--- config.mk ---
export PLATFORM = sky130hd
export DESIGN_NAME = teleop_joystick_command_shaper_top_flat
export DESIGN_NICKNAME = d
export VERILOG_FILES = /design/src/sv/tjcs_pkg.sv /design/src/sv/tjcs_joy_if.sv /design/src/sv/tjcs_cmd_if.sv /design/src/sv/tjcs_regs.sv /design/src/sv/tjcs_mul.sv /design/src/sv/tjcs_ctrl.sv /design/src/sv/teleop_joystick_command_shaper_top.sv /design/src/flat_wrapper.sv
export SDC_FILE = /design/constraint.sdc
export NUM_CORES = 2
export LEC_CHECK = 0
export BUFFER_PORTS_ARGS = -buffer_cell sky130_fd_sc_hd__buf_2
export CAP_MARGIN = 20
export CORE_ASPECT_RATIO = 0.8
export CORE_MARGIN = 2
export CORE_UTILIZATION = 60
export CTS_CLUSTER_DIAMETER = 100
export DETAILED_ROUTE_END_ITERATION = 10
export PLACE_DENSITY = 0.8
export SLEW_MARGIN = 30
export SYNTH_ARGS = -nofsm -noshare
export SYNTH_HDL_FRONTEND = slang
export SYNTH_SLANG_ARGS = --single-unit
--- constraint.sdc ---
create_clock -name clk -period 29.3 [get_ports clk]
set_input_delay 4.395 -clock clk [delete_from_list [all_inputs] [get_ports clk]]
set_output_delay 4.395 -clock clk [all_outputs]
set_load 0.02 [all_outputs]
--- src/sv/tjcs_pkg.sv ---
package tjcs_pkg;

  // Default number of arm joints served by the selector.
  localparam int NUM_JOINTS_DEF = 5;

  // Fixed field widths.
  localparam int AXIS_W  = 16;
  localparam int VEL_W   = 26;
  localparam int JVEL_W  = 18;
  localparam int JOINT_W = 3;

  // Shared multiplier: operand width and the width of a shifted magnitude.
  localparam int OPA_W  = 21;
  localparam int PROD_W = 2 * OPA_W;
  localparam int MAG_W  = 26;

  // Configuration port.
  localparam int ADDR_W = 5;
  localparam int DATA_W = 32;

  // Register index, taken from the word address.
  typedef enum logic [2:0] {
    REG_LINEAR_GAIN    = 3'd0,
    REG_ANGULAR_GAIN   = 3'd1,
    REG_QUADRATIC_MODE = 3'd2,
    REG_TIMEOUT_TICKS  = 3'd3,
    REG_BASE_DEAD_BAND = 3'd4,
    REG_ARM_DEAD_BAND  = 3'd5,
    REG_JOINT_SPEED    = 3'd6
  } reg_idx_t;

  typedef struct packed {
    logic [15:0] linear_gain;
    logic [15:0] angular_gain;
    logic        quadratic_mode;
    logic [15:0] timeout_ticks;
    logic [15:0] base_dead_band;
    logic [15:0] arm_dead_band;
    logic [15:0] joint_speed;
  } cfg_t;

  localparam cfg_t CFG_RESET = '{
    linear_gain:    16'd4096,
    angular_gain:   16'd4096,
    quadratic_mode: 1'b1,
    timeout_ticks:  16'd25,
    base_dead_band: 16'd66,
    arm_dead_band:  16'd655,
    joint_speed:    16'd11438
  };

  // Right shift applied to the product.
  typedef enum logic [1:0] {
    SH_11,
    SH_12,
    SH_15,
    SH_16
  } sh_t;

  typedef struct packed {
    logic             load;
    logic [OPA_W-1:0] a;
    logic [OPA_W-1:0] b;
    sh_t              sh;
  } mul_req_t;

  typedef enum logic [3:0] {
    ST_IDLE,
    ST_LX,
    ST_LY,
    ST_AZ,
    ST_QX,
    ST_QY,
    ST_QZ,
    ST_JV,
    ST_FIN
  } state_t;

endpackage

--- src/sv/tjcs_joy_if.sv ---
interface tjcs_joy_if;
  logic        valid;
  logic        ready;
  logic        kind;
  logic        deadman;
  logic signed [15:0] stick_forward;
  logic signed [15:0] stick_sideways;
  logic signed [15:0] left_trigger;
  logic signed [15:0] right_trigger;
  logic signed [15:0] joint_select;
  logic signed [15:0] joint_stick;
  logic        grip_close_button;
  logic        grip_open_button;

  modport source (
    output valid, kind, deadman, stick_forward, stick_sideways, left_trigger,
           right_trigger, joint_select, joint_stick, grip_close_button, grip_open_button,
    input  ready
  );

  modport sink (
    input  valid, kind, deadman, stick_forward, stick_sideways, left_trigger,
           right_trigger, joint_select, joint_stick, grip_close_button, grip_open_button,
    output ready
  );
endinterface

--- src/sv/tjcs_cmd_if.sv ---
interface tjcs_cmd_if;
  logic        valid;
  logic        ready;
  logic        base_send;
  logic signed [25:0] linear_x;
  logic signed [25:0] linear_y;
  logic signed [25:0] angular_z;
  logic        arm_send;
  logic [2:0]  arm_joint;
  logic signed [17:0] joint_velocity;
  logic        grip_send;
  logic        grip_open;

  modport source (
    output valid, base_send, linear_x, linear_y, angular_z, arm_send, arm_joint,
           joint_velocity, grip_send, grip_open,
    input  ready
  );

  modport sink (
    input  valid, base_send, linear_x, linear_y, angular_z, arm_send, arm_joint,
           joint_velocity, grip_send, grip_open,
    output ready
  );
endinterface

--- src/sv/tjcs_regs.sv ---
module tjcs_regs (
  input  logic                          clk,
  input  logic                          rst,
  input  logic                          psel,
  input  logic                          penable,
  input  logic                          pwrite,
  input  logic [tjcs_pkg::ADDR_W-1:0]   paddr,
  input  logic [tjcs_pkg::DATA_W-1:0]   pwdata,
  output logic [tjcs_pkg::DATA_W-1:0]   prdata,
  output logic                          pready,
  output tjcs_pkg::cfg_t                cfg
);

  tjcs_pkg::reg_idx_t idx;
  logic               wr_en;

  assign pready = 1'b1;
  assign idx    = tjcs_pkg::reg_idx_t'(paddr[tjcs_pkg::ADDR_W-1:2]);
  assign wr_en  = psel && penable && pwrite && pready;

  // Register writes in the access phase; unmapped addresses are dropped.
  always_ff @(posedge clk) begin
    if (rst) begin
      cfg <= tjcs_pkg::CFG_RESET;
    end else if (wr_en) begin
      case (idx)
        tjcs_pkg::REG_LINEAR_GAIN:    cfg.linear_gain    <= pwdata[15:0];
        tjcs_pkg::REG_ANGULAR_GAIN:   cfg.angular_gain   <= pwdata[15:0];
        tjcs_pkg::REG_QUADRATIC_MODE: cfg.quadratic_mode <= pwdata[0];
        tjcs_pkg::REG_TIMEOUT_TICKS:  cfg.timeout_ticks  <= pwdata[15:0];
        tjcs_pkg::REG_BASE_DEAD_BAND: cfg.base_dead_band <= pwdata[15:0];
        tjcs_pkg::REG_ARM_DEAD_BAND:  cfg.arm_dead_band  <= pwdata[15:0];
        tjcs_pkg::REG_JOINT_SPEED:    cfg.joint_speed    <= pwdata[15:0];
        default: ;
      endcase
    end
  end

  // Read data, zero extended.
  always_comb begin
    case (idx)
      tjcs_pkg::REG_LINEAR_GAIN:    prdata = 32'(cfg.linear_gain);
      tjcs_pkg::REG_ANGULAR_GAIN:   prdata = 32'(cfg.angular_gain);
      tjcs_pkg::REG_QUADRATIC_MODE: prdata = 32'(cfg.quadratic_mode);
      tjcs_pkg::REG_TIMEOUT_TICKS:  prdata = 32'(cfg.timeout_ticks);
      tjcs_pkg::REG_BASE_DEAD_BAND: prdata = 32'(cfg.base_dead_band);
      tjcs_pkg::REG_ARM_DEAD_BAND:  prdata = 32'(cfg.arm_dead_band);
      tjcs_pkg::REG_JOINT_SPEED:    prdata = 32'(cfg.joint_speed);
      default:                      prdata = '0;
    endcase
  end

endmodule

--- src/sv/tjcs_mul.sv ---
module tjcs_mul (
  input  logic                        clk,
  input  tjcs_pkg::mul_req_t          req,
  output logic [tjcs_pkg::MAG_W-1:0]  res
);

  logic [tjcs_pkg::PROD_W-1:0] prod;
  tjcs_pkg::sh_t               sh_q;

  // Unsigned product is registered together with its scaling.
  always_ff @(posedge clk) begin
    if (req.load) begin
      prod <= req.a * req.b;
      sh_q <= req.sh;
    end
  end

  // Truncating right shift by one of a few fixed amounts.
  always_comb begin
    case (sh_q)
      tjcs_pkg::SH_11: res = prod[11 +: tjcs_pkg::MAG_W];
      tjcs_pkg::SH_12: res = prod[12 +: tjcs_pkg::MAG_W];
      tjcs_pkg::SH_15: res = prod[15 +: tjcs_pkg::MAG_W];
      tjcs_pkg::SH_16: res = prod[16 +: tjcs_pkg::MAG_W];
      default:         res = prod[11 +: tjcs_pkg::MAG_W];
    endcase
  end

endmodule

--- src/sv/tjcs_ctrl.sv ---
module tjcs_ctrl #(
  parameter int NUM_JOINTS = tjcs_pkg::NUM_JOINTS_DEF
) (
  input  logic                        clk,
  input  logic                        rst,
  input  tjcs_pkg::cfg_t              cfg,
  tjcs_joy_if.sink                    joy,
  tjcs_cmd_if.source                  cmd,
  output tjcs_pkg::mul_req_t          mul_req,
  input  logic [tjcs_pkg::MAG_W-1:0]  mul_res
);

  localparam int JW = (NUM_JOINTS > 1) ? $clog2(NUM_JOINTS) : 1;
  localparam logic [JW-1:0] LAST_JOINT = JW'(NUM_JOINTS - 1);
  localparam int MW = tjcs_pkg::MAG_W;
  localparam int AW = tjcs_pkg::OPA_W;

  function automatic logic [16:0] abs16(input logic signed [15:0] v);
    logic [16:0] e;
    e = {v[15], v};
    return v[15] ? 17'(~e + 17'd1) : e;
  endfunction

  tjcs_pkg::state_t state, state_next;

  // Latched word.
  logic               item_kind, item_deadman, item_gc, item_go;
  logic signed [15:0] item_fwd, item_side, item_lt, item_rt, item_sel, item_js;

  // Intermediate magnitudes.
  logic [MW-1:0] lx_m, ly_m, az_m;

  // Persistent control state.
  logic          left_armed, right_armed, control_active, base_halted, arm_halted;
  logic          sel_released;
  logic [JW-1:0] sel_joint;
  logic [15:0]   ticks;

  // Output register.
  logic                      out_valid;
  logic                      out_base_send, out_arm_send, out_grip_send, out_grip_open;
  logic [tjcs_pkg::VEL_W-1:0]   out_lx, out_ly, out_az;
  logic [tjcs_pkg::JOINT_W-1:0] out_joint;
  logic [tjcs_pkg::JVEL_W-1:0]  out_jv;

  logic fin_go;
  logic accept;

  // Turn selection from the triggers.
  logic        left_arm_eff, right_arm_eff;
  logic [17:0] lturn_full, rturn_full;
  logic [16:0] lturn, rturn, band17, turn_mag;
  logic        turn_left, turn_right;
  logic        lx_neg, ly_neg, jv_neg;

  assign accept        = joy.valid && joy.ready;
  assign left_arm_eff  = left_armed || (item_lt != 16'sd0);
  assign right_arm_eff = right_armed || (item_rt != 16'sd0);
  assign lturn_full    = 18'h08000 - {{2{item_lt[15]}}, item_lt};
  assign rturn_full    = 18'h08000 - {{2{item_rt[15]}}, item_rt};
  assign lturn         = left_arm_eff ? lturn_full[16:0] : '0;
  assign rturn         = right_arm_eff ? rturn_full[16:0] : '0;
  assign band17        = {1'b0, cfg.base_dead_band};
  assign turn_left     = (lturn > band17) && (rturn < band17);
  assign turn_right    = (rturn > band17) && (lturn < band17);
  assign turn_mag      = turn_left ? lturn : (turn_right ? rturn : '0);
  assign lx_neg        = item_fwd[15];
  assign ly_neg        = item_side[15];
  assign jv_neg        = !item_js[15] && (item_js != 16'sd0);

  // Sequencer state register.
  always_ff @(posedge clk) begin
    if (rst) begin
      state <= tjcs_pkg::ST_IDLE;
    end else begin
      state <= state_next;
    end
  end

  // Next state and the multiplier request of each step.
  always_comb begin
    state_next = state;
    joy.ready  = 1'b0;
    fin_go     = 1'b0;
    mul_req    = '{load: 1'b0, a: '0, b: '0, sh: tjcs_pkg::SH_11};
    case (state)
      tjcs_pkg::ST_IDLE: begin
        joy.ready = 1'b1;
        if (joy.valid) begin
          state_next = (!joy.kind && joy.deadman) ? tjcs_pkg::ST_LX : tjcs_pkg::ST_FIN;
        end
      end
      tjcs_pkg::ST_LX: begin
        mul_req    = '{load: 1'b1, a: AW'(abs16(item_fwd)), b: AW'(cfg.linear_gain),
                       sh: tjcs_pkg::SH_11};
        state_next = tjcs_pkg::ST_LY;
      end
      tjcs_pkg::ST_LY: begin
        mul_req    = '{load: 1'b1, a: AW'(abs16(item_side)), b: AW'(cfg.linear_gain),
                       sh: tjcs_pkg::SH_11};
        state_next = tjcs_pkg::ST_AZ;
      end
      tjcs_pkg::ST_AZ: begin
        mul_req    = '{load: 1'b1, a: AW'(turn_mag), b: AW'(cfg.angular_gain),
                       sh: tjcs_pkg::SH_12};
        state_next = cfg.quadratic_mode ? tjcs_pkg::ST_QX : tjcs_pkg::ST_JV;
      end
      tjcs_pkg::ST_QX: begin
        mul_req    = '{load: 1'b1, a: lx_m[AW-1:0], b: lx_m[AW-1:0], sh: tjcs_pkg::SH_16};
        state_next = tjcs_pkg::ST_QY;
      end
      tjcs_pkg::ST_QY: begin
        mul_req    = '{load: 1'b1, a: ly_m[AW-1:0], b: ly_m[AW-1:0], sh: tjcs_pkg::SH_16};
        state_next = tjcs_pkg::ST_QZ;
      end
      tjcs_pkg::ST_QZ: begin
        mul_req    = '{load: 1'b1, a: az_m[AW-1:0], b: az_m[AW-1:0], sh: tjcs_pkg::SH_16};
        state_next = tjcs_pkg::ST_JV;
      end
      tjcs_pkg::ST_JV: begin
        mul_req    = '{load: 1'b1, a: AW'(abs16(item_js)), b: AW'(cfg.joint_speed),
                       sh: tjcs_pkg::SH_15};
        state_next = tjcs_pkg::ST_FIN;
      end
      tjcs_pkg::ST_FIN: begin
        fin_go = !out_valid || cmd.ready;
        if (fin_go) begin
          state_next = tjcs_pkg::ST_IDLE;
        end
      end
      default: state_next = tjcs_pkg::ST_IDLE;
    endcase
  end

  // Result and state update of the finished word.
  logic                         res_base_send, res_arm_send, res_grip_send, res_grip_open;
  logic [tjcs_pkg::VEL_W-1:0]   res_lx, res_ly, res_az;
  logic [tjcs_pkg::JOINT_W-1:0] res_joint;
  logic [tjcs_pkg::JVEL_W-1:0]  res_jv;
  logic                         ca_next, bh_next, ah_next, la_next, ra_next, sr_next;
  logic [JW-1:0]                sj_next;
  logic [15:0]                  tk_next;

  always_comb begin
    logic          base_go;
    logic          rel;
    logic [MW-1:0] band_m;
    logic [MW-1:0] jv_m;
    base_go       = 1'b0;
    rel           = 1'b0;
    band_m        = MW'(cfg.base_dead_band);
    jv_m          = mul_res;
    res_base_send = 1'b0;
    res_arm_send  = 1'b0;
    res_grip_send = 1'b0;
    res_grip_open = 1'b0;
    res_lx        = '0;
    res_ly        = '0;
    res_az        = '0;
    res_joint     = '0;
    res_jv        = '0;
    ca_next       = control_active;
    bh_next       = base_halted;
    ah_next       = arm_halted;
    la_next       = left_armed;
    ra_next       = right_armed;
    sr_next       = sel_released;
    sj_next       = sel_joint;
    tk_next       = ticks;
    if (item_kind) begin
      // Watchdog tick: saturating count, stop once past the timeout.
      tk_next = (ticks != 16'hFFFF) ? ticks + 16'd1 : ticks;
      if ((tk_next > cfg.timeout_ticks) && control_active) begin
        if (!base_halted) begin
          res_base_send = 1'b1;
          bh_next       = 1'b1;
        end
        if (!arm_halted) begin
          res_arm_send = 1'b1;
          ah_next      = 1'b1;
        end
      end
    end else if (!item_deadman) begin
      // First released sample after active control stops the base and the arm.
      if (control_active) begin
        ca_next = 1'b0;
        if (!base_halted) begin
          res_base_send = 1'b1;
          bh_next       = 1'b1;
        end
        if (!arm_halted) begin
          res_arm_send = 1'b1;
          ah_next      = 1'b1;
        end
      end
    end else begin
      ca_next = 1'b1;
      la_next = left_arm_eff;
      ra_next = right_arm_eff;
      tk_next = '0;

      // Base command above the dead band, otherwise a single stop.
      base_go = (lx_m > band_m) || (ly_m > band_m) || (az_m > band_m);
      if (base_go) begin
        res_base_send = 1'b1;
        res_lx        = lx_neg ? (MW'(0) - lx_m) : lx_m;
        res_ly        = ly_neg ? (MW'(0) - ly_m) : ly_m;
        res_az        = turn_right ? (MW'(0) - az_m) : az_m;
        bh_next       = 1'b0;
      end else if (!base_halted) begin
        res_base_send = 1'b1;
        bh_next       = 1'b1;
      end

      // Joint selector steps once per release of the axis.
      rel = sel_released || ((item_sel <= 16'sd16384) && (item_sel >= -16'sd16384));
      if ((item_sel > 16'sd16384) && rel) begin
        if (sel_joint < LAST_JOINT) begin
          sj_next = sel_joint + JW'(1);
        end
        sr_next = 1'b0;
      end else if ((item_sel < -16'sd16384) && rel) begin
        if (sel_joint != '0) begin
          sj_next = sel_joint - JW'(1);
        end
        sr_next = 1'b0;
      end else begin
        sr_next = rel;
      end

      // Arm command for the selected joint.
      if (jv_m > MW'(cfg.arm_dead_band)) begin
        res_arm_send = 1'b1;
        res_joint    = tjcs_pkg::JOINT_W'(sj_next);
        res_jv       = tjcs_pkg::JVEL_W'(jv_neg ? (MW'(0) - jv_m) : jv_m);
        ah_next      = 1'b0;
      end else if (!arm_halted) begin
        res_arm_send = 1'b1;
        ah_next      = 1'b1;
      end

      // Gripper, close wins over open.
      if (item_gc) begin
        res_grip_send = 1'b1;
        res_grip_open = 1'b0;
      end else if (item_go) begin
        res_grip_send = 1'b1;
        res_grip_open = 1'b1;
      end
    end
  end

  // Latch the accepted word.
  always_ff @(posedge clk) begin
    if (accept) begin
      item_kind    <= joy.kind;
      item_deadman <= joy.deadman;
      item_fwd     <= joy.stick_forward;
      item_side    <= joy.stick_sideways;
      item_lt      <= joy.left_trigger;
      item_rt      <= joy.right_trigger;
      item_sel     <= joy.joint_select;
      item_js      <= joy.joint_stick;
      item_gc      <= joy.grip_close_button;
      item_go      <= joy.grip_open_button;
    end
  end

  // Collect multiplier results one step after each issue.
  always_ff @(posedge clk) begin
    case (state)
      tjcs_pkg::ST_LY: lx_m <= mul_res;
      tjcs_pkg::ST_AZ: ly_m <= mul_res;
      tjcs_pkg::ST_QX: az_m <= mul_res;
      tjcs_pkg::ST_QY: lx_m <= mul_res;
      tjcs_pkg::ST_QZ: ly_m <= mul_res;
      tjcs_pkg::ST_JV: az_m <= mul_res;
      default: ;
    endcase
  end

  // Control state and output valid.
  always_ff @(posedge clk) begin
    if (rst) begin
      left_armed     <= 1'b0;
      right_armed    <= 1'b0;
      control_active <= 1'b0;
      base_halted    <= 1'b0;
      arm_halted     <= 1'b0;
      sel_released   <= 1'b1;
      sel_joint      <= '0;
      ticks          <= '0;
      out_valid      <= 1'b0;
    end else if (fin_go) begin
      left_armed     <= la_next;
      right_armed    <= ra_next;
      control_active <= ca_next;
      base_halted    <= bh_next;
      arm_halted     <= ah_next;
      sel_released   <= sr_next;
      sel_joint      <= sj_next;
      ticks          <= tk_next;
      out_valid      <= 1'b1;
    end else if (cmd.ready) begin
      out_valid <= 1'b0;
    end
  end

  // Output payload register.
  always_ff @(posedge clk) begin
    if (fin_go) begin
      out_base_send <= res_base_send;
      out_lx        <= res_lx;
      out_ly        <= res_ly;
      out_az        <= res_az;
      out_arm_send  <= res_arm_send;
      out_joint     <= res_joint;
      out_jv        <= res_jv;
      out_grip_send <= res_grip_send;
      out_grip_open <= res_grip_open;
    end
  end

  assign cmd.valid          = out_valid;
  assign cmd.base_send      = out_base_send;
  assign cmd.linear_x       = out_lx;
  assign cmd.linear_y       = out_ly;
  assign cmd.angular_z      = out_az;
  assign cmd.arm_send       = out_arm_send;
  assign cmd.arm_joint      = out_joint;
  assign cmd.joint_velocity = out_jv;
  assign cmd.grip_send      = out_grip_send;
  assign cmd.grip_open      = out_grip_open;

  // An accepted word always starts the sequencer.
  assert property (@(posedge clk) disable iff (rst)
    accept |=> (state != tjcs_pkg::ST_IDLE))
    else $error("sequencer stayed idle after an accepted word");

  // No velocity is shown without a base command.
  assert property (@(posedge clk) disable iff (rst)
    (out_valid && !out_base_send) |-> ((out_lx == '0) && (out_ly == '0) && (out_az == '0)))
    else $error("base velocity present without base command");

  // A finished deadman sample leaves control active and the watchdog cleared.
  assert property (@(posedge clk) disable iff (rst)
    (fin_go && !item_kind && item_deadman) |=> (control_active && (ticks == '0)))
    else $error("deadman sample did not refresh control state");

  // The first and last squaring steps (QX, QZ) run only in quadratic mode.
  assert property (@(posedge clk) disable iff (rst)
    ((state == tjcs_pkg::ST_QX) || (state == tjcs_pkg::ST_QZ)) |-> cfg.quadratic_mode)
    else $error("squaring step outside quadratic mode");

  // The selected joint stays within the configured joint count.
  assert property (@(posedge clk) disable iff (rst)
    fin_go |=> (sel_joint <= LAST_JOINT))
    else $error("selected joint out of range");

endmodule

--- src/sv/teleop_joystick_command_shaper_top.sv ---
// Joystick command shaper for a teleoperated mobile manipulator.
// Words enter on the joy channel (valid/ready): either a joystick sample
// or a watchdog tick. Every word yields exactly one word on the cmd channel
// carrying the base, arm and gripper commands with their send flags.
// Gains, dead bands, joint speed, timeout and squaring mode are set through
// the APB port while the block is idle; the user must keep to this, as the
// block itself does not enforce it. pready is always high.
// All products run through one shared multiplier under a small sequencer.
// A sample with the deadman held issues one multiply per cycle: three for
// the base, three more for squaring in quadratic mode, one for the arm.
// A tick or a released-deadman sample goes straight to the finishing state.
// joy ready is high only while the sequencer is idle, so a new word is not
// taken until the previous one has finished.
// The result sits in an output register; a new word may be accepted while
// it waits, but that word cannot finish until cmd has drained.
// Synchronous reset restores the register defaults, clears the trigger
// arming, halt flags and watchdog count, and selects joint zero.
module teleop_joystick_command_shaper_top #(
  parameter int NUM_JOINTS = tjcs_pkg::NUM_JOINTS_DEF
) (
  input  logic                         clk,
  input  logic                         rst,
  tjcs_joy_if.sink                     joy,
  tjcs_cmd_if.source                   cmd,
  input  logic                         psel,
  input  logic                         penable,
  input  logic                         pwrite,
  input  logic [tjcs_pkg::ADDR_W-1:0]  paddr,
  input  logic [tjcs_pkg::DATA_W-1:0]  pwdata,
  output logic [tjcs_pkg::DATA_W-1:0]  prdata,
  output logic                         pready
);

  tjcs_pkg::cfg_t              cfg;
  tjcs_pkg::mul_req_t          mul_req;
  logic [tjcs_pkg::MAG_W-1:0]  mul_res;

  tjcs_regs u_regs (
    .clk     (clk),
    .rst     (rst),
    .psel    (psel),
    .penable (penable),
    .pwrite  (pwrite),
    .paddr   (paddr),
    .pwdata  (pwdata),
    .prdata  (prdata),
    .pready  (pready),
    .cfg     (cfg)
  );

  tjcs_mul u_mul (
    .clk (clk),
    .req (mul_req),
    .res (mul_res)
  );

  tjcs_ctrl #(
    .NUM_JOINTS (NUM_JOINTS)
  ) u_ctrl (
    .clk     (clk),
    .rst     (rst),
    .cfg     (cfg),
    .joy     (joy),
    .cmd     (cmd),
    .mul_req (mul_req),
    .mul_res (mul_res)
  );

endmodule
--- src/flat_wrapper.sv ---
// flat-port wrapper written by rule: the top's interface ports become plain ports
module teleop_joystick_command_shaper_top_flat 
#(
  parameter int NUM_JOINTS = tjcs_pkg::NUM_JOINTS_DEF
)
  (clk, rst, psel, penable, pwrite, paddr, pwdata, prdata, pready, joy_valid, joy_kind, joy_deadman, joy_stick_forward, joy_stick_sideways, joy_left_trigger, joy_right_trigger, joy_joint_select, joy_joint_stick, joy_grip_close_button, joy_grip_open_button, joy_ready, cmd_valid, cmd_base_send, cmd_linear_x, cmd_linear_y, cmd_angular_z, cmd_arm_send, cmd_arm_joint, cmd_joint_velocity, cmd_grip_send, cmd_grip_open, cmd_ready);
  tjcs_joy_if joy_i ();
  tjcs_cmd_if cmd_i ();
  input  logic clk;
  input  logic rst;
  input  logic psel;
  input  logic penable;
  input  logic pwrite;
  input  logic [tjcs_pkg::ADDR_W-1:0] paddr;
  input  logic [tjcs_pkg::DATA_W-1:0] pwdata;
  output logic [tjcs_pkg::DATA_W-1:0] prdata;
  output logic pready;
  input wire logic [$bits(joy_i.valid)-1:0] joy_valid;
  input wire logic [$bits(joy_i.kind)-1:0] joy_kind;
  input wire logic [$bits(joy_i.deadman)-1:0] joy_deadman;
  input wire logic [$bits(joy_i.stick_forward)-1:0] joy_stick_forward;
  input wire logic [$bits(joy_i.stick_sideways)-1:0] joy_stick_sideways;
  input wire logic [$bits(joy_i.left_trigger)-1:0] joy_left_trigger;
  input wire logic [$bits(joy_i.right_trigger)-1:0] joy_right_trigger;
  input wire logic [$bits(joy_i.joint_select)-1:0] joy_joint_select;
  input wire logic [$bits(joy_i.joint_stick)-1:0] joy_joint_stick;
  input wire logic [$bits(joy_i.grip_close_button)-1:0] joy_grip_close_button;
  input wire logic [$bits(joy_i.grip_open_button)-1:0] joy_grip_open_button;
  output wire logic [$bits(joy_i.ready)-1:0] joy_ready;
  output wire logic [$bits(cmd_i.valid)-1:0] cmd_valid;
  output wire logic [$bits(cmd_i.base_send)-1:0] cmd_base_send;
  output wire logic [$bits(cmd_i.linear_x)-1:0] cmd_linear_x;
  output wire logic [$bits(cmd_i.linear_y)-1:0] cmd_linear_y;
  output wire logic [$bits(cmd_i.angular_z)-1:0] cmd_angular_z;
  output wire logic [$bits(cmd_i.arm_send)-1:0] cmd_arm_send;
  output wire logic [$bits(cmd_i.arm_joint)-1:0] cmd_arm_joint;
  output wire logic [$bits(cmd_i.joint_velocity)-1:0] cmd_joint_velocity;
  output wire logic [$bits(cmd_i.grip_send)-1:0] cmd_grip_send;
  output wire logic [$bits(cmd_i.grip_open)-1:0] cmd_grip_open;
  input wire logic [$bits(cmd_i.ready)-1:0] cmd_ready;
  assign joy_i.valid = joy_valid;
  assign joy_i.kind = joy_kind;
  assign joy_i.deadman = joy_deadman;
  assign joy_i.stick_forward = joy_stick_forward;
  assign joy_i.stick_sideways = joy_stick_sideways;
  assign joy_i.left_trigger = joy_left_trigger;
  assign joy_i.right_trigger = joy_right_trigger;
  assign joy_i.joint_select = joy_joint_select;
  assign joy_i.joint_stick = joy_joint_stick;
  assign joy_i.grip_close_button = joy_grip_close_button;
  assign joy_i.grip_open_button = joy_grip_open_button;
  assign joy_ready = joy_i.ready;
  assign cmd_valid = cmd_i.valid;
  assign cmd_base_send = cmd_i.base_send;
  assign cmd_linear_x = cmd_i.linear_x;
  assign cmd_linear_y = cmd_i.linear_y;
  assign cmd_angular_z = cmd_i.angular_z;
  assign cmd_arm_send = cmd_i.arm_send;
  assign cmd_arm_joint = cmd_i.arm_joint;
  assign cmd_joint_velocity = cmd_i.joint_velocity;
  assign cmd_grip_send = cmd_i.grip_send;
  assign cmd_grip_open = cmd_i.grip_open;
  assign cmd_i.ready = cmd_ready;
  teleop_joystick_command_shaper_top #(.NUM_JOINTS(NUM_JOINTS)) u_core (.clk(clk), .rst(rst), .joy(joy_i), .cmd(cmd_i), .psel(psel), .penable(penable), .pwrite(pwrite), .paddr(paddr), .pwdata(pwdata), .prdata(prdata), .pready(pready));
endmodule
## Word level (Yosys, flattened, before mapping)

Index checks and enable logic that the tools add are counted.

| cells by class | value |
|---|---|
| equality and inequality tests | 21 |
| add/sub/neg operators | 12 |
| $lt $le $gt $ge | 14 |
| multipliers | 1 |
| muxes and demuxes | 55 |
| bitwise operators | 7 |
| reduce and logical (&&, ||, !) cells | 49 |

Operators with widths:

| operator | count |
|---|---|
| $pmux 45 s7 | 1 |
| $mux 17 | 7 |
| $pmux 16 s7 | 1 |
| $gt 26x16->1 | 4 |
| $pmux 26 s4 | 1 |
| $mux 26 | 3 |
| $sub 1x26->26 const A | 3 |
| $add 17x1->17 const B | 3 |
| $not 17->17 | 3 |
| $mux 16 | 3 |
| $reduce_bool 16->1 | 3 |
| $mul 21x21->42 | 1 |
| $pmux 4 s9 | 1 |
| $gt 17x16->1 | 2 |
| $lt 17x16->1 | 2 |
| $sub 17x16->17 const A | 2 |
| $mux 1 | 29 |
| $reduce_and 2->1 | 10 |
| $mux 18 | 1 |
| $sub 1x18->18 const A | 1 |
| $add 16x1->16 const B | 1 |
| $eq 4x3->1 const B | 4 |
| $ge 16x15->1 const B | 1 |
| $gt 16x16->1 | 1 |
| other kinds (32) | 71 |

| word-level totals | value |
|---|---|
| word-level logic and storage cells | 200 |
| register bits | 452 |

## Logic depth before layout (Yosys ltp)

| depth | value |
|---|---|
| depth in word-level cells | 9 |
| mapped depth | 50 |

## By module

Synthesis repeated with hierarchy kept, for this count alone.

| second synthesis, totals | value |
|---|---|
| cells, all modules | 4121 |
| area total of the unflattened synthesis | 40194.8 um^2 |

Modules (own cells, without submodules):

| module | sequential area each (um^2) | instances | area an instance (um^2) | cells each |
|---|---|---|---|---|
| tjcs_ctrl | 9038.7 | 1 | 19468.7 | 1877 |
| tjcs_mul | 991.0 | 1 | 15886.5 | 1684 |
| tjcs_regs | 1941.9 | 1 | 4839.6 | 560 |

## Worst setup path after synthesis

Ideal clock, no wire load.

| timing path | value |
|---|---|
| kind | reg2reg |
| from | reg u_core.u_ctrl.item_lt[0] |
| to | reg u_core.u_mul.prod[39] in the netlist's numbering, data pin |
| stages on the path, launching flop included | 49 |
| data arrival time | 11.042 ns |
| setup time | 0.259 ns |
| data required time | 29.041 ns |
| path buffers | 5 |
| slack | 17.999 ns |
| cell sequence | edfxtp_1 inv_1 ha_1 or4b_1 or3_1 buf_6 or4_1 xor2_1 ha_1 a211oi_1 nor2_1 a21oi_1 a31oi_1 a211oi_1 buf_2 clkbuf_1 a22oi_1 o21ai_1 [... 13 more ...] inv_1 fa_1 inv_1 ha_1 clkbuf_1 nand3_1 nor2_1 a221oi_1 nand2_1 a21oi_1 o31ai_1 a221o_1 a22oi_1 o21a_4 a21oi_2 or3_4 a31oi_4 xnor2_1 |

| between the ends | value |
|---|---|
| longest elaborated chain between the ends | 9 |

RTL lines:

| item | RTL line | text |
|---|---|---|
| start, declared | tjcs_ctrl.sv:28 | `logic signed [15:0] item_fwd, item_side, item_lt, item_rt, item_sel, item_js;` |
| start signal, assigned | tjcs_ctrl.sv:260 | `item_lt <= joy.left_trigger;` |
| branches (longest 2 deep; another with $sub 17x16->17) | - |  |
| $mux 17 (*) | tjcs_ctrl.sv:61 | `assign lturn = left_arm_eff ? lturn_full[16:0] : '0;` |
| $lt 17x16->1 | tjcs_ctrl.sv:65 | `assign turn_right = (rturn > band17) && (lturn < band17);` |
| $logic_and 1x1->1 | tjcs_ctrl.sv:65 |  |
| $mux 17 | tjcs_ctrl.sv:66 | `assign turn_mag = turn_left ? lturn : (turn_right ? rturn : '0);` |
| $mux 17 (*) | tjcs_ctrl.sv:66 |  |
| $pmux 45 s7 (*) | tjcs_ctrl.sv:86 | `case (state)` |
| $mul 21x21->42 (*) | tjcs_mul.sv:13 | `prod <= req.a * req.b;` |
| end signal, assigned | tjcs_mul.sv:13 |  |
| end, declared | tjcs_mul.sv:7 | `logic [tjcs_pkg::PROD_W-1:0] prod;` |

Mark *: on every way between the ends.
A chain may end at the register's enable or synchronous reset.

## Final worst setup path

Same ends and word-level chain as after synthesis.

==> results.txt <==
* Total count of max-transition violations in the final report: 0
- Power spread over the standard cell area amounts to about 37 nW/um2.
- Htree depth: 2
- After Yosys synthesis, XOR and XNOR cells account for 4.51% of the synthesized area.
- The worst-case IR drop observed on VDD is 0.0484 mV.
* Global-route wire length before repair: 177000 um
- Setup slack of the worst register-to-register path: approximately 17 ns
- The library cells used most frequently in the layout, excluding fill and tap cells, are sky130_fd_sc_hd__nand2_1 (583), sky130_fd_sc_hd__inv_1 (566), sky130_fd_sc_hd__nor2_1 (383), sky130_fd_sc_hd__fa_1 (353), sky130_fd_sc_hd__edfxtp_1 (314).
- Start point of the critical path: u_core.u_ctrl.item_lt[0]$_DFFE_PP_
- Of all flip-flops after synthesis, the portion carrying an async set or reset was 0%.
- Flop and latch count out of synthesis: 441
- Across the whole layout, storage elements account for 12000 um2.
- Counting tap cells, the placed design contains a total of 5038 instances.
- The number of global-route vias before repair is between 20000 and 30000.
- Post-detail-place hpwl: 91700 um
* Most common cell after layout, fill and taps aside: sky130_fd_sc_hd__nand2_1
- Hold Path End: u_core.u_regs.cfg[39]$_SDFFE_PP0P_
* Largest family of logic cells by synthesized area: adder cells
- Endpoint of the most critical register-to-register path: u_core.u_mul.prod[39]$_DFFE_PN_
- In the routed design, unresolved DRC markers number 0.
- Top-Level Pins: 282
* Worst max-slew margin expressed relative to the limit: 29.5%
- The flow ran to the end, and the final reports show no timing, DRC or antenna violations.
- The startpoint identified for the worst hold timing path is u_core.u_regs.cfg[39]$_SDFFE_PP0P_.
* Count of flip-flops with a built-in enable after synthesis: 314
- For the pin with the worst max-slew slack, the measured transition is 1.06 ns.
- Share of cells above drive strength 1: 10.6%
- Crit share post-route: 42.8%
- Clock insertion delay at the later pin of the skew report: 0.57 ns
* Clk root buf: sky130_fd_sc_hd__clkbuf_16
* Maximum fanout along the worst path: 16
* RSZ-0062 raised after global routing: false
* Number of failing hold endpoints at the final stage: 0
- Clock transition at the registers of the reported paths: 0.07 ns
- For this run, the top clock speed supported by timing is 79.8 MHz.
- Synthesized instance count: a little over 4000
- The most numerous cell type found on the critical path is sky130_fd_sc_hd__fa_1.
- In the final layout, the multi-input gates occupy about 23000 um2.
- Each instance of the synthesized netlist takes up on average 9.39 um2.
- Post-Route WL: 117000 um
- The floorplan step set the die width to 286 um.
* Wire length per cell after detailed routing: 22.9 um
* Global route overflow: 0
- The largest individual stage delay along the critical path comes from the cell sky130_fd_sc_hd__fa_1.
- Average via count per standard cell: 6.10
* Pin count of the biggest net entering global routing: 89
- The number of setup buffers added after CTS is 0.
- The detail route stage leaves a number of antenna-violating nets equal to 0.
- Cell count of the worst reg-to-reg path: 43
- Gr usage total: 35.6%
- Number of non-filler instances in the completed layout: about 5100
* Count of routing violations after the opening detailed-route iteration: 3916
* Clock buffers created by TritonCTS: 42
- In the post-synthesis netlist, the biggest area contributors are sky130_fd_sc_hd__edfxtp_1 (25%), sky130_fd_sc_hd__fa_1 (19%), sky130_fd_sc_hd__ha_1 (8.9%).
- Before antenna repair, the detailed router went through 8 iterations.
- Synth-to-layout area growth: 9.52%
- CP startpoint kind: flip-flop
* Flip-flop cell with the highest count after synthesis: sky130_fd_sc_hd__edfxtp_1
- The Yosys step of the flow raised 0 warnings.
* Hold-critical path depth: 2
- Minimum clock period after layout: 12.53 ns
- The floorplan step defined a die boundary enclosing 65400 um2.
* Total of hold buffers inserted after clock tree synthesis: 0
- Measured against the total synthesized area, the mux share comes to about 2.7%.
* Unique masters post-synth: 83
- Arrival @ worst endpoint: 12.84 ns
- Num rows: 82
- Of the synthesized area, sequential elements account for a little under a third.
* Number of gates resized after CTS: 0
- After Yosys synthesis, and, or, nand and nor cells account for 15.6% of the synthesized area.
- For the final routed database, the setup TNS stands at 0 ns.
- Total number of vias: 31300
* Fillcell total: approximately 4900
* Post-synth top area share: 24.8%
- The setup path with the least slack is of type flip-flop to flip-flop.
- STA classifies the critical path endpoint as a flip-flop.
* Area leader, netlist: sky130_fd_sc_hd__edfxtp_1
* Initial Util: 60.7%
- Worst clock skew: 0.0176 ns
* Data required time at the worst endpoint: roughly 30 ns
* Worst r2r src: u_core.u_ctrl.item_lt[0]$_DFFE_PP_
* Netlist Area Pre-Place: around 38000 um2
- The clock passes through at most 3 buffers.
* Antenna violations before repair: 4
* Area fraction in compound gates after synthesis: 10.6%
- Clock tree from TritonCTS: done
- The tightest min-delay check is of the flip-flop to flip-flop type.
- Setup violations remaining at the end of the flow were counted as 0.
- Finished layout cell area: 41700 um2
- Across the run, the number of max-cap violations was 0.
- Measured along the y axis, the die boundary spans ~230 um.
- Routability-driven placement finished with a final weighted congestion of about 1.0.
* Leakage power summed over all cells: roughly 18 nW
- Share of synthesized cell area in full adder, half adder and majority cells: 27.5%
- Clock Sink Count: 441
- In this run the tool buffered the top-level ports with 246 buffer cells.
- Final net count: 5012
- Dpl cell area: 40200 um2
- After floorplanning, the core was sized to cover roughly 63000 um2.
- In this design, the stage delay of the slowest critical-path cell is 0.58 ns.
[per-stage QoR]
stage | power (mW) | hold WS, ns | worst slack, ns | util, %
2_1_floorplan | 0.885 | 0.436 | 18.00 | -
3_3_place_gp | 0.971 | 0.442 | 17.21 | 64.1
3_5_place_dp | 0.975 | 0.451 | 17.06 | 64.1
4_1_cts | 1.54 | 0.461 | 17.02 | 66.4
5_1_grt | 1.60 | 0.478 | 16.16 | 66.4
6_report | 1.55 | 0.461 | 16.77 | 66.5
[flip-flops by register name, summed over array words and instances (netlist names), 16 cells and up]
| register | flops |
|---|---|
| u_core.u_ctrl.az_m | 26 |
| u_core.u_ctrl.cmd.angular_z | 26 |
| u_core.u_ctrl.cmd.joint_velocity | 18 |
| u_core.u_ctrl.cmd.linear_x | 26 |
| u_core.u_ctrl.cmd.linear_y | 26 |
| u_core.u_ctrl.item_fwd | 16 |
| u_core.u_ctrl.item_js | 16 |
| u_core.u_ctrl.item_lt | 16 |
| u_core.u_ctrl.item_rt | 16 |
| u_core.u_ctrl.item_sel | 16 |
| u_core.u_ctrl.item_side | 16 |
| u_core.u_ctrl.lx_m | 26 |
| u_core.u_ctrl.ly_m | 26 |
| u_core.u_ctrl.ticks | 16 |
| u_core.u_mul.prod | 31 |
| u_core.u_regs.cfg | 97 |
[cell type report]
| class | count | share of cell area, % |
|---|---|---|
| tap | 840 | 2.52 |
| antenna | 5 | 0.0300 |
| multi-input combinational | 2877 | 56.0 |
| sequential | 441 | 28.7 |
| clock inverter | 25 | 0.784 |
| inverter | 568 | 5.12 |
| clock buffer | 52 | 2.66 |
| timing repair buffer | 315 | 4.20 |
[logic make-up after synthesis]
kind of cell,after synthesis
and+or+nand+nor,1336
buffers and inverters,748
AOI/OAI and AO/OA,627
adders and majority gates,623
DFF,441
xor gates and xnor gates,196
muxes,78
other,2
[metal layers]
layer / global-route usage [%] / vias up / wire [um]
li1: - / 13900 / -
met1: 52.5 / 15100 / 47700
met2: 51.0 / 1963 / 49300
met3: 10.2 / 311 / 16000
met4: 10.2 / 2 / 4180
met5: 0 / - / 17
[Yosys cell counts, types with 29 or more instances]
cell type and number:
sky130_fd_sc_hd__dfxtp_1 127, sky130_fd_sc_hd__fa_1 353, sky130_fd_sc_hd__o31ai_1 32, sky130_fd_sc_hd__nand3_1 42, sky130_fd_sc_hd__nor2b_1 30, sky130_fd_sc_hd__xnor2_1 80, sky130_fd_sc_hd__a21oi_1 198, sky130_fd_sc_hd__edfxtp_1 314
sky130_fd_sc_hd__a22oi_1 37, sky130_fd_sc_hd__mux2i_1 47, sky130_fd_sc_hd__inv_1 566, sky130_fd_sc_hd__nor4_1 29, sky130_fd_sc_hd__and2_1 51, sky130_fd_sc_hd__o21a_1 32, sky130_fd_sc_hd__nor2_1 386, sky130_fd_sc_hd__clkbuf_1 141
sky130_fd_sc_hd__nand2b_1 32, sky130_fd_sc_hd__o21ai_0 121, sky130_fd_sc_hd__nor3_1 40, sky130_fd_sc_hd__a21o_1 40, sky130_fd_sc_hd__nand4_1 38, sky130_fd_sc_hd__nand2_1 583, sky130_fd_sc_hd__xor2_1 116, sky130_fd_sc_hd__ha_1 270
[critical path, delay by kind of cell (launching register included)]
family	cells	cell delay (ns)
compound gates	13	2.70
xor+xnor	1	0.07
fa+ha+maj	10	4.65
buf+inv	7	0.95
flops	1	0.51
simple gates	12	3.37
[how the worst max path moves through the flow]
stage	endpoint	slack, ns	cells after the start
5_1_grt	u_core.u_mul.prod[39]$_DFFE_PN_	16.16	45
6_report	u_core.u_mul.prod[39]$_DFFE_PN_	16.77	43
2_1_floorplan	u_core.u_mul.prod[39]$_DFFE_PN_	18.00	48
3_3_place_gp	u_core.u_mul.prod[39]$_DFFE_PN_	17.21	43
3_5_place_dp	u_core.u_mul.prod[39]$_DFFE_PN_	17.06	45
4_1_cts	u_core.u_mul.prod[39]$_DFFE_PN_	17.02	43
[report_power, final]
| part | internal, mW | switching, mW | total, mW |
|---|---|---|---|
| logic | 0.0742 | 0.166 | 0.240 |
| registers | 0.707 | 0.0245 | 0.731 |
| clock network | 0.327 | 0.254 | 0.581 |
Note: power is estimated with default switching activity, not from simulation.
